$ cat config.mk
export PLATFORM = sky130hd
export DESIGN_NAME = bpc_back
export DESIGN_NICKNAME = d
export VERILOG_FILES = /design/src/design/bpc_pkg.sv /design/src/design/bpc_back.sv
export SDC_FILE = /design/constraint.sdc
export NUM_CORES = 2
export LEC_CHECK = 0
export ABC_AREA = 1
export ABC_CLOCK_PERIOD_IN_PS = 8300
export BUFFER_PORTS_ARGS = -buffer_cell sky130_fd_sc_hd__clkbuf_2
export CAP_MARGIN = 20
export CORE_ASPECT_RATIO = 1.2
export CORE_MARGIN = 2
export CORE_UTILIZATION = 45
export CTS_CLUSTER_SIZE = 40
export DETAILED_ROUTE_END_ITERATION = 7
export GPL_TIMING_DRIVEN = 0
export HOLD_SLACK_MARGIN = 0.08
export PLACE_DENSITY = 0.71
export RECOVER_POWER = 25
export REMOVE_ABC_BUFFERS = 1
export SLEW_MARGIN = 15
export SYNTH_ARGS = -nofsm -noshare
export SYNTH_HDL_FRONTEND = slang
export SYNTH_SLANG_ARGS = --single-unit
$ cat constraint.sdc
create_clock -name clock -period 8.3 [get_ports clock]
set_input_delay 0 -clock clock [delete_from_list [all_inputs] [get_ports clock]]
set_output_delay 0 -clock clock [all_outputs]
set_load 0.02 [all_outputs]
$ cat src/design/bpc_pkg.sv
package bpc_pkg;

   // register indexes on the csr port
   localparam logic [2:0] REG_OSS = 3'd0;
   localparam logic [2:0] REG_AC1 = 3'd1;
   localparam logic [2:0] REG_AC2 = 3'd2;
   localparam logic [2:0] REG_AC3 = 3'd3;
   localparam logic [2:0] REG_AC4 = 3'd4;
   localparam logic [2:0] REG_B1  = 3'd5;
   localparam logic [2:0] REG_B2  = 3'd6;

   // reset values of the calibration registers
   localparam logic [1:0]  OSS_RESET = 2'd3;
   localparam logic [15:0] AC1_RESET = 16'd408;
   localparam logic [15:0] AC2_RESET = 16'hFFB8;
   localparam logic [15:0] AC3_RESET = 16'hC7D1;
   localparam logic [15:0] AC4_RESET = 16'd32741;
   localparam logic [15:0] B1_RESET  = 16'd6190;
   localparam logic [15:0] B2_RESET  = 16'd4;

   // formula constants
   localparam logic signed [31:0] B5_OFFSET  = 32'sd4000;
   localparam logic signed [31:0] B4_BIAS    = 32'sd32768;
   localparam logic [31:0]        B7_SCALE   = 32'd50000;
   localparam logic signed [31:0] C_X1       = 32'sd3038;
   localparam logic signed [31:0] C_X2       = -32'sd7357;
   localparam logic signed [31:0] C_OFS      = 32'sd3791;
   localparam logic signed [31:0] PA_MAX     = 32'sd262143;

   localparam int DIV_W = 32;

   // calibration set as seen by the datapath
   typedef struct packed {
      logic [1:0]  oss;
      logic [15:0] ac1;
      logic [15:0] ac2;
      logic [15:0] ac3;
      logic [15:0] ac4;
      logic [15:0] b1;
      logic [15:0] b2;
   } cal_type;

   // side flags that travel through the divider
   typedef struct packed {
      logic dbl;
      logic zero;
   } div_tag_type;

   // sign extend a 16 bit word to 32 bits
   function automatic logic signed [31:0] sx16(input logic [15:0] x);
      return {{16{x[15]}}, x};
   endfunction

   // signed divide by 2**k, truncating toward zero
   function automatic logic signed [31:0] sdiv_p2(input logic signed [31:0] x,
                                                  input logic [4:0] k);
      logic signed [31:0] bias;
      bias = x[31] ? ~({32{1'b1}} << k) : '0;
      return (x + bias) >>> k;
   endfunction

endpackage

$ cat src/design/bpc_back.sv
module bpc_back import bpc_pkg::*; (
   input  logic        clock,
   input  logic        reset,
   input  logic        in_valid,
   input  logic [31:0] quo,
   input  div_tag_type tag,
   output logic        out_valid,
   output logic [17:0] pressure_pa
);

   logic [2:0] v_ff;

   logic signed [31:0] p_c, h_c;
   logic signed [31:0] b1_hh_ff, b1_m2_ff, b1_p_ff;
   logic signed [31:0] b2_m1_ff, b2_x2_ff, b2_p_ff;
   logic               b1_zero_ff, b2_zero_ff;
   logic signed [31:0] pf_c;
   logic [17:0]        out_ff;

   // valid bits
   always_ff @(posedge clock) begin
      if (reset) begin
         v_ff <= '0;
      end else begin
         v_ff <= {v_ff[1:0], in_valid};
      end
   end

   // stage 1: raw pressure and first products
   assign p_c = tag.dbl ? {quo[30:0], 1'b0} : quo;
   assign h_c = sdiv_p2(p_c, 5'd8);

   always_ff @(posedge clock) begin
      b1_hh_ff   <= h_c * h_c;
      b1_m2_ff   <= p_c * C_X2;
      b1_p_ff    <= p_c;
      b1_zero_ff <= tag.zero;
   end

   // stage 2: second order product
   always_ff @(posedge clock) begin
      b2_m1_ff   <= b1_hh_ff * C_X1;
      b2_x2_ff   <= sdiv_p2(b1_m2_ff, 5'd16);
      b2_p_ff    <= b1_p_ff;
      b2_zero_ff <= b1_zero_ff;
   end

   // stage 3: correction and saturation
   assign pf_c = b2_p_ff +
                 sdiv_p2(sdiv_p2(b2_m1_ff, 5'd16) + b2_x2_ff + C_OFS, 5'd4);

   always_ff @(posedge clock) begin
      if (b2_zero_ff || (!pf_c[31] && pf_c > PA_MAX)) begin
         out_ff <= PA_MAX[17:0];
      end else if (pf_c[31]) begin
         out_ff <= '0;
      end else begin
         out_ff <= pf_c[17:0];
      end
   end

   assign out_valid   = v_ff[2];
   assign pressure_pa = out_ff;

   // zero divisor gives the saturated value
   a_zero_sat: assert property (@(posedge clock) disable iff (reset)
      (v_ff[1] && b2_zero_ff) |=> (out_valid && pressure_pa == PA_MAX[17:0]))
      else $error("zero divisor not saturated");

   // negative corrected pressure clamps to zero
   a_neg_clamp: assert property (@(posedge clock) disable iff (reset)
      (v_ff[1] && !b2_zero_ff && pf_c[31]) |=> (pressure_pa == '0))
      else $error("negative pressure not clamped");

endmodule

==> metrics <==
Period minus WS final ~8 ns; final cell count without fillers 4,830; CTS clk-pin slew, worst paths 0.07 ns; Max Cap Violations 0; Fin Setup TNS 0 ns; dpl cells 4,740; status finished, final reports clean; Finished Core Util approximately half; crit path DAT 8.44 ns; H-tree Lvls 4; full die area between 70,000 and 80,000 µm²; CP Launch Type primary input; Async SR Flop Fraction 0%; Core Box Area 71,200 µm²; largest net degree at the start of global routing 55; via/cell ratio 5.08; Die Y 298 µm; CTS tree done; DRC errors left 0; CP Max Fanout 5; CP Capture Type flop; Routed Antenna Nets 0; vias in the first global route 26,000; GRT Util Overall approximately 22%; final hold vios 0; Final Max Slew Viols 0; sequential element share of the synthesized area a little under an eighth; nets 4,920; Clock Sinks 194; Cells after Synth 3,787; Post-Syn Area 32,500 µm²; Post-DP HPWL between 60 and 70 mm; DR WL/cell 16.2 µm; Max stage delay on crit path between 0.5 and 0.6 ns; Slew @ Worst Pin around 0.96 ns; Rows 107; slew margin rel. a little over a third; die width 249 µm; fmax 124 MHz; ANT cells 0; Worst Hold Slack 0.133 ns; Clock Skew between 0.015 and 0.02 ns; layout cells sized above 1 7.51%; # port buffers 55; synth warn 0; synthesized flop and latch total a little under 200; initial core utilization 45.6%; crit path kind primary input to flop; Layout area overhead 9.20%; CP required between 8 and 9 ns; clk buf depth 2; GPL Wtd Cong 0.930; total congestion overflow 0; Post-synth top flop dfxtp_1; total CTS buffers 17; routed vias about 25,000; global-route wire length before repair 128 mm; final WL approximately 80 mm; most frequent cell on the critical path inv_1; Final setup viols 0; root buffer cell clkbuf_16; Max stage delay cell, worst path fa_1; Detailed Routing Iterations Pass 1 6; FF-to-FF setup slack 0.69 ns; syn avg cell area 8.58 µm²; initial antenna violation count 0; Netlist cell types 55; io pins 56; final period utilization a little under 100%; worst skew pair latency 0.47 ns; worst min path class primary input to flop; DRT iter0 DRCs 1,374; number of synthesized flops with an enable pin 0
-- path summary, 6_finish.rpt --
check	from	cells after the start	endpoint
worst max-delay path	quo[28]	39	b1_hh_ff[30]
worst min-delay path	quo[9]	4	b1_p_ff[9]
worst max register to register	b2_m1_ff[31]	48	pressure_pa[3]
worst min register to register	b1_p_ff[23]	0	b2_p_ff[23]
-- flip-flops by register name (all words and copies together), names as in the netlist --
| register | count |
|---|---|
| b2_x2_ff | 16 |
| b2_m1_ff | 30 |
| v_ff | 3 |
| b2_p_ff | 32 |
| b2_zero_ff | 1 |
| b1_p_ff | 32 |
| b1_m2_ff | 31 |
| b1_zero_ff | 1 |
| pressure_pa | 18 |
| b1_hh_ff | 30 |
-- worst max-delay path, delay by kind of cell --
family | cells | cell delay [ns]
adders and majority gates | 9 | 4.23
and+or+nand+nor | 17 | 2.13
buffers and inverters | 12 | 1.53
AOI/OAI and AO/OA | 1 | 0.52
-- kinds of logic (layout without fill, tap and decap cells) --
| logic type | Yosys count | in the layout | synth area share (%) |
|---|---|---|---|
| adders and majority gates | 992 | 992 | 50.9 |
| other | 2 | 4 | 0.0231 |
| DFF | 194 | 194 | 11.9 |
| AOI/OAI and AO/OA | 347 | 347 | 6.02 |
| and+or+nand+nor | 1085 | 1087 | 14.5 |
| xor gates and xnor gates | 190 | 190 | 5.17 |
| buffers and inverters | 977 | 1090 | 11.5 |
-- metrics by stage --
step | worst slack (ns) | area [µm²]
3_5_place_dp | -2.31 | 33800
3_3_place_gp | -2.23 | 33800
5_1_grt | -0.0676 | 35500
2_1_floorplan | 0.587 | 32300
4_1_cts | 0.0163 | 35000
6_report | 0.211 | 35500
-- metal layers --
metal / up-vias / wire length [µm] / track usage (%) / part of all wire [%]
li1: 11800 / - / - / -
met1: 11900 / 30500 / 24.8 / 39
met2: 664 / 40500 / 40.0 / 52
met3: 199 / 3570 / 2.28 / 4.6
met4: 0 / 3730 / 9.71 / 4.8
met5: - / 0 / 0 / 0
-- synthesized netlist by cell type, types with 5 or more instances --
library cell  number  area, µm²
inv_1            926       3480
fa_1             551      11000
nand2_1          505       1900
ha_1             441       5520
nor2_1           311       1170
dfxtp_1          194       3880
a21oi_1          165        826
nand3_1          119        596
xor2_1           117       1020
o21ai_0           91        455
xnor2_1           71        622
nand2_2           31        194
nor3_1            28        140
clkbuf_1          24       90.1
nand4_1           22        138
o21bai_1          20        150
nand3_2           18        180
inv_2             14       52.6
o21ai_1           14       70.1
a21o_1             9       67.6
a31oi_1            9       56.3
or2_2              9       56.3
nor4_1             8       50.1
nand3b_1           7       52.6
a21oi_2            6       52.6
nand2_4            6       67.6
a21boi_0           5       37.5
nor2_2             5       31.3
-- repair_timing --
item / 4_1_cts / 5_1_grt
hold buffers: 28 / 6
setup endpoints to repair: 18 / 28
buffers inserted: 8 / 12
cloned: 1 / 3
hold endpoints to repair: 26 / 4
resized for setup: 58 / 70
pin swaps: 2 / 6
-- cell type report --
class                   count  area, µm²
fillers                  6561      35700
multi-input cells        2620      25400
flip-flops and latches    194       3890
inverters                 942       3600
well taps                 926       1160
repair buffers            115        867
clock buffers              18        439
clock inverters            14        176
repair inverters            1       7.51
-- cells in the final DEF, fill, tap and decap left out, types with 13 or more instances in the layout --
cell           netlist  routed
dfxtp_1            194     193
clkbuf_2             0      51
o21bai_1            20      20
nor2_2               5      16
buf_4                3      16
inv_1              926     916
nand3_1            119     117
a21oi_1            165     163
nand3_2             18      19
fa_1               551     549
o21ai_0             91      75
nand2_2             31      33
nor2_1             311     297
o21ai_1             14      17
ha_1               441     432
nor3_1              28      24
nand2_4              6      13
nand4_1             22      22
xnor2_1             71      71
clkbuf_16            0      18
xor2_1             117     111
o21ai_2              4      15
nand2_1            505     495
dlygate4sd3_1        0      34
Power is left out: the tool's default activity adds up to more than one toggle a clock period on the data nets, which glitch-free logic cannot reach.
