**config.mk**
```make
export PLATFORM = sky130hd
export DESIGN_NAME = bpc_div
export DESIGN_NICKNAME = d
export VERILOG_FILES = /design/src/design/bpc_pkg.sv /design/src/design/bpc_div.sv
export SDC_FILE = /design/constraint.sdc
export NUM_CORES = 2
export LEC_CHECK = 0
export BUFFER_PORTS_ARGS = -buffer_cell sky130_fd_sc_hd__buf_2
export CAP_MARGIN = 40
export CORE_AREA = 2 2 607 609
export CTS_CLUSTER_DIAMETER = 150
export DETAILED_ROUTE_END_ITERATION = 7
export DIE_AREA = 0 0 609 611
export PLACE_DENSITY = 0.55
export REMOVE_ABC_BUFFERS = 1
export SYNTH_ARGS = -nofsm -noshare
export SYNTH_HDL_FRONTEND = slang
export SYNTH_SLANG_ARGS = --single-unit
```
**constraint.sdc**
```tcl
create_clock -name clock -period 2.95 [get_ports clock]
set_input_delay 0.59 -clock clock [delete_from_list [all_inputs] [get_ports clock]]
set_output_delay 0.59 -clock clock [all_outputs]
set_load 0.03 [all_outputs]
```
**src/design/bpc_pkg.sv**
```systemverilog
package bpc_pkg;

   // register indexes on the csr port
   localparam logic [2:0] REG_OSS = 3'd0;
   localparam logic [2:0] REG_AC1 = 3'd1;
   localparam logic [2:0] REG_AC2 = 3'd2;
   localparam logic [2:0] REG_AC3 = 3'd3;
   localparam logic [2:0] REG_AC4 = 3'd4;
   localparam logic [2:0] REG_B1  = 3'd5;
   localparam logic [2:0] REG_B2  = 3'd6;

   // reset values of the calibration registers
   localparam logic [1:0]  OSS_RESET = 2'd3;
   localparam logic [15:0] AC1_RESET = 16'd408;
   localparam logic [15:0] AC2_RESET = 16'hFFB8;
   localparam logic [15:0] AC3_RESET = 16'hC7D1;
   localparam logic [15:0] AC4_RESET = 16'd32741;
   localparam logic [15:0] B1_RESET  = 16'd6190;
   localparam logic [15:0] B2_RESET  = 16'd4;

   // formula constants
   localparam logic signed [31:0] B5_OFFSET  = 32'sd4000;
   localparam logic signed [31:0] B4_BIAS    = 32'sd32768;
   localparam logic [31:0]        B7_SCALE   = 32'd50000;
   localparam logic signed [31:0] C_X1       = 32'sd3038;
   localparam logic signed [31:0] C_X2       = -32'sd7357;
   localparam logic signed [31:0] C_OFS      = 32'sd3791;
   localparam logic signed [31:0] PA_MAX     = 32'sd262143;

   localparam int DIV_W = 32;

   // calibration set as seen by the datapath
   typedef struct packed {
      logic [1:0]  oss;
      logic [15:0] ac1;
      logic [15:0] ac2;
      logic [15:0] ac3;
      logic [15:0] ac4;
      logic [15:0] b1;
      logic [15:0] b2;
   } cal_type;

   // side flags that travel through the divider
   typedef struct packed {
      logic dbl;
      logic zero;
   } div_tag_type;

   // sign extend a 16 bit word to 32 bits
   function automatic logic signed [31:0] sx16(input logic [15:0] x);
      return {{16{x[15]}}, x};
   endfunction

   // signed divide by 2**k, truncating toward zero
   function automatic logic signed [31:0] sdiv_p2(input logic signed [31:0] x,
                                                  input logic [4:0] k);
      logic signed [31:0] bias;
      bias = x[31] ? ~({32{1'b1}} << k) : '0;
      return (x + bias) >>> k;
   endfunction

endpackage

```
**src/design/bpc_div.sv**
```systemverilog
module bpc_div import bpc_pkg::*; (
   input  logic              clock,
   input  logic              reset,
   input  logic              in_valid,
   input  logic [DIV_W-1:0]  num,
   input  logic [DIV_W-1:0]  den,
   input  div_tag_type       in_tag,
   output logic              out_valid,
   output logic [DIV_W-1:0]  quo,
   output div_tag_type       out_tag
);

   logic [DIV_W-1:0] rem_ff [DIV_W];
   logic [DIV_W-1:0] nq_ff  [DIV_W];
   logic [DIV_W-1:0] den_ff [DIV_W];
   div_tag_type      tag_ff [DIV_W];
   logic [DIV_W-1:0] v_ff;

   // valid bits
   always_ff @(posedge clock) begin
      if (reset) begin
         v_ff <= '0;
      end else begin
         v_ff <= {v_ff[DIV_W-2:0], in_valid};
      end
   end

   // one quotient bit per stage, restoring
   for (genvar i = 0; i < DIV_W; i++) begin : g_step
      logic [DIV_W-1:0] rem_c;
      logic [DIV_W-1:0] nq_c;
      logic [DIV_W-1:0] den_c;
      div_tag_type      tag_c;
      logic [DIV_W:0]   rs_c;
      logic             ge_c;
      logic [DIV_W:0]   diff_c;

      // stage inputs: divider ports for the first stage, else the previous stage
      if (i == 0) begin : g_first
         assign rem_c = '0;
         assign nq_c  = num;
         assign den_c = den;
         assign tag_c = in_tag;
      end else begin : g_next
         assign rem_c = rem_ff[i-1];
         assign nq_c  = nq_ff[i-1];
         assign den_c = den_ff[i-1];
         assign tag_c = tag_ff[i-1];
      end

      assign rs_c   = {rem_c, nq_c[DIV_W-1]};
      assign ge_c   = rs_c >= {1'b0, den_c};
      assign diff_c = rs_c - {1'b0, den_c};

      always_ff @(posedge clock) begin
         rem_ff[i] <= ge_c ? diff_c[DIV_W-1:0] : rs_c[DIV_W-1:0];
         nq_ff[i]  <= {nq_c[DIV_W-2:0], ge_c};
         den_ff[i] <= den_c;
         tag_ff[i] <= tag_c;
      end
   end

   assign out_valid = v_ff[DIV_W-1];
   assign quo       = nq_ff[DIV_W-1];
   assign out_tag   = tag_ff[DIV_W-1];

endmodule

```
==> out/results.tsv <==
stage	metric	value	unit
hold_path	min-delay-start	reset	
worst_setup_path	critical_path.reg2reg.startpoint	den_ff[1][15]	
sta	rsz0062_at_grt	yes	
logic_synthesis	synth-async-reset-ratio	0	
cells_and_area	most_common_cell_after_layout_fill_and_taps_aside	sky130_fd_sc_hd__dfxtp_1	
cts	tritoncts	yes	
worst_setup_path	crit_path_max_incr_delay	0.40	ns
sta	final.period_utilization	1.12	
die	die-area	372000	um^2
drt	detail_route.vias_per_cell	4.75	
die	fp.dieW	609	um
global_routing	global_route.peak_usage_layer	met2	
cells_and_area	num-nets-final	16600	
placement	portBuffers	103	
hold_path	hold-path-cell-count	2	
worst_setup_path	cp_max_fo	8	
flow_run	drv_cap	0	
hold_path	timing.hold.worst_endpoint	v_ff[0]	
drt	vias	97800	
cts	clkTransAtPathRegs	0.06	ns
drt	postRouteWirelength	338000	um
die	num_io_pins	104	
drt	drt_first_pass_iters	5	
placement	finalWeightedCongestion	0.929	
sta	setup_violations	610	
drt	drt.antenna.violating_nets	0	
worst_setup_path	cp-end-kind	flip-flop	
placement	place_inst	19500	
cells_and_area	final-instance-count-excl-fill	20600	
sta	tns	-80.56	ns
cts	cts.htree.levels	5	
sta	clock_skew	0.0632	ns
logic_synthesis	syn-instance-count	12700	
power_and_ir_drop	leakagePower	82.0	nW
global_routing	grt_use_met3	0.0210	
hold_path	hp-class	primary input to flip-flop	
drt	remaining_routing_drc_violations	0	
cts	numCtsBuffers	348	
cells_and_area	layout-area-overhead-vs-synth	36.4	%
sta	hold_violations	0	
worst_setup_path	cp_cell_sequence	inv_2 -> ha_4 -> a21oi_4 -> o211ai_1 -> a2111oi_2 -> o211ai_1 -> nand3_2 -> a21oi_2 -> o21ai_1 -> o21ai_2 -> a2111oi_4 -> buf_4 -> buf_8 -> buf_12 -> buf_12 -> mux2_4	
worst_setup_path	worst_setup_slack_for_register_to_register_paths	-0.35	ns
global_routing	global_route.overflow_total	0	
power_and_ir_drop	vdd_drop_max	0.646	mV
logic_synthesis	seq_area_frac_synth	0.487	
sta	period_needed	3.30	ns
die	core	365000	um^2
logic_synthesis	synth_seq_cells	3104	
cts	numClockSinks	3104	
global_routing	largest_net_degree_at_the_start_of_global_routing	47	
worst_setup_path	critical_path.slowest_cell	sky130_fd_sc_hd__a2111oi_2	
sta	max_clock_freq	303	MHz
sta	max-slew-margin-rel	0.614	
die	rows	222	
global_routing	grt_util_all_layers	0.178	
placement	dp_hpwl	249000	um
worst_setup_path	setup.worst_path.class	flip-flop to flip-flop	
worst_setup_path	timing.critical_path.from_type	flip-flop	
drt	drt_wl_cell	16.4	um
logic_synthesis	synth-edff-count	0	
worst_setup_path	reg2reg_to	rem_ff[1][54]	
sta	finalMaxSlewViolations	0	
global_routing	antenna_violations_before_repair	14	
die	chipHeight	611	um
cts	cts.root.buffer_cell	sky130_fd_sc_hd__clkbuf_16	
sta	max_slew.worst_pin.slew	0.572	ns
global_routing	globalRouteMet2Util	0.315	
worst_setup_path	worstRegToRegCells	16	
die	initial_utilization	0.349	
cells_and_area	leading_cell_types_in_the_layout_fill_and_taps_excluded	sky130_fd_sc_hd__dfxtp_1 (2924), sky130_fd_sc_hd__buf_4 (2342), sky130_fd_sc_hd__inv_1 (1194), sky130_fd_sc_hd__ha_1 (881), sky130_fd_sc_hd__a21oi_1 (864)	
logic_synthesis	yosys_most_used_dff	sky130_fd_sc_hd__dfxtp_1	
outcome	outcome	finished, violations left	
logic_synthesis	mappedNetlistArea	127000	um^2
outcome	violations_in_the_final_reports	setup timing	
sta	timing.final.ws_setup	-0.349	ns
worst_setup_path	worst_ep_arrival_time	4.09	ns
cts	insertion_delay	0.94	ns
drt	drt-initial-drc-count	4794	
logic_synthesis	synthDistinctLibCells	109	
power_and_ir_drop	powerDensity	1160	nW/um^2
logic_synthesis	synth.avg_cell_area	10.0	um^2
cells_and_area	drive_above_1_share	0.305	
worst_setup_path	worst_ep_required_time	3.74	ns
global_routing	grtUsageMet1	0.220	
logic_synthesis	synth_warnings	0	
cts	clk_path_buf_depth	4	
global_routing	grt_pass1_vias	99600	
global_routing	global_route_wire_length_before_repair	535000	um
-- power by group --
part	internal [mW]	switching (mW)	total, mW
logic	53.1	44.6	97.8
clock network	28.3	18.2	46.5
registers	51.8	5.68	57.5
total	133	68.5	202
-- per-stage QoR --
stage	utilization	total power, mW	hold WS, ns	setup slack [ns]	area, um^2
floorplan	-	108	0.310	-1.86	126000
finish	0.477	202	0.162	-0.349	174000
global placement	0.410	139	0.310	-0.514	150000
detailed placement	0.410	140	0.312	-0.549	150000
CTS	0.474	201	0.0845	-0.364	173000
global route	0.477	215	0.158	-0.493	174000
-- sequential cells by signal (all words and copies together) (netlist names) --
name and count:
den_ff 992, nq_ff 1024, rem_ff 992, tag_ff 64, v_ff 32
-- synth_stat cells, types with 230 or more instances --
| library cell | number | share of area |
|---|---|---|
| sky130_fd_sc_hd__xnor2_1 | 500 | 0.034 |
| sky130_fd_sc_hd__a21oi_1 | 944 | 0.037 |
| sky130_fd_sc_hd__nand2_1 | 686 | 0.020 |
| sky130_fd_sc_hd__xor2_1 | 305 | 0.021 |
| sky130_fd_sc_hd__nor2_1 | 639 | 0.019 |
| sky130_fd_sc_hd__clkbuf_1 | 236 | 0.0069 |
| sky130_fd_sc_hd__ha_1 | 994 | 0.098 |
| sky130_fd_sc_hd__inv_1 | 1241 | 0.037 |
| sky130_fd_sc_hd__a21o_1 | 538 | 0.032 |
| sky130_fd_sc_hd__dfxtp_1 | 3104 | 0.49 |
| sky130_fd_sc_hd__mux2_2 | 532 | 0.047 |
| sky130_fd_sc_hd__o21ai_0 | 572 | 0.022 |
| sky130_fd_sc_hd__nand3_1 | 230 | 0.0090 |
-- worst max-delay path by stage --
stage                endpoint  slack (ns)            from
6_report        rem_ff[1][54]       -0.35   den_ff[1][15]
5_1_grt         rem_ff[1][60]       -0.49   den_ff[1][15]
4_1_cts        rem_ff[0][346]       -0.36  den_ff[0][289]
3_5_place_dp    rem_ff[1][45]       -0.55   den_ff[1][15]
3_3_place_gp   rem_ff[1][128]       -0.51  den_ff[1][106]
2_1_floorplan  rem_ff[0][110]       -1.86   den_ff[0][70]
-- kinds of logic after synthesis --
family / after synthesis / synth area share
compound gates: 3093 / 0.157
xor+xnor: 805 / 0.0553
fa+ha+maj: 1024 / 0.102
buf+inv: 1570 / 0.0480
flops: 3104 / 0.487
mux: 628 / 0.0555
simple gates: 2487 / 0.0941
-- timing repair --
action | 4_1_cts | 5_1_grt
resized for setup | 1424 | 146
gates cloned | 67 | 3
setup buffers | 298 | 37
setup endpoints to repair | 968 | 956
endpoints found under the hold margin | 68 | 0
hold buffers | 67 | 0
pin swaps | 435 | 114
-- worst max-delay path, delay by kind of cell (launching register included) --
kind,cells,cell delay (ns)
AO/OA/AOI/OAI,8,1.56
adder cells (fa/ha/maj),1,0.24
buffers and inverters,5,0.58
flip-flops,1,0.34
multiplexers,1,0.30
AND/OR/NAND/NOR,1,0.15
-- cell type report --
| cell class | instances | area [um^2] |
|---|---|---|
| well taps | 4816 | 6030 |
| repair buffers | 2765 | 23400 |
| clock buffers | 477 | 10000 |
| flip-flops and latches | 3104 | 62400 |
| multi-input cells | 8037 | 64800 |
| inverters | 1242 | 4670 |
| clock inverters | 158 | 2580 |
| diodes | 6 | 15.0 |
| fillers | 33900 | 191000 |
-- layer usage --
metal	vias to the layer above	part of all wire
li1	49700	-
met1	45700	0.44
met2	1771	0.48
met3	686	0.037
met4	0	0.042
met5	-	0
(Power assumes the default switching activity.)
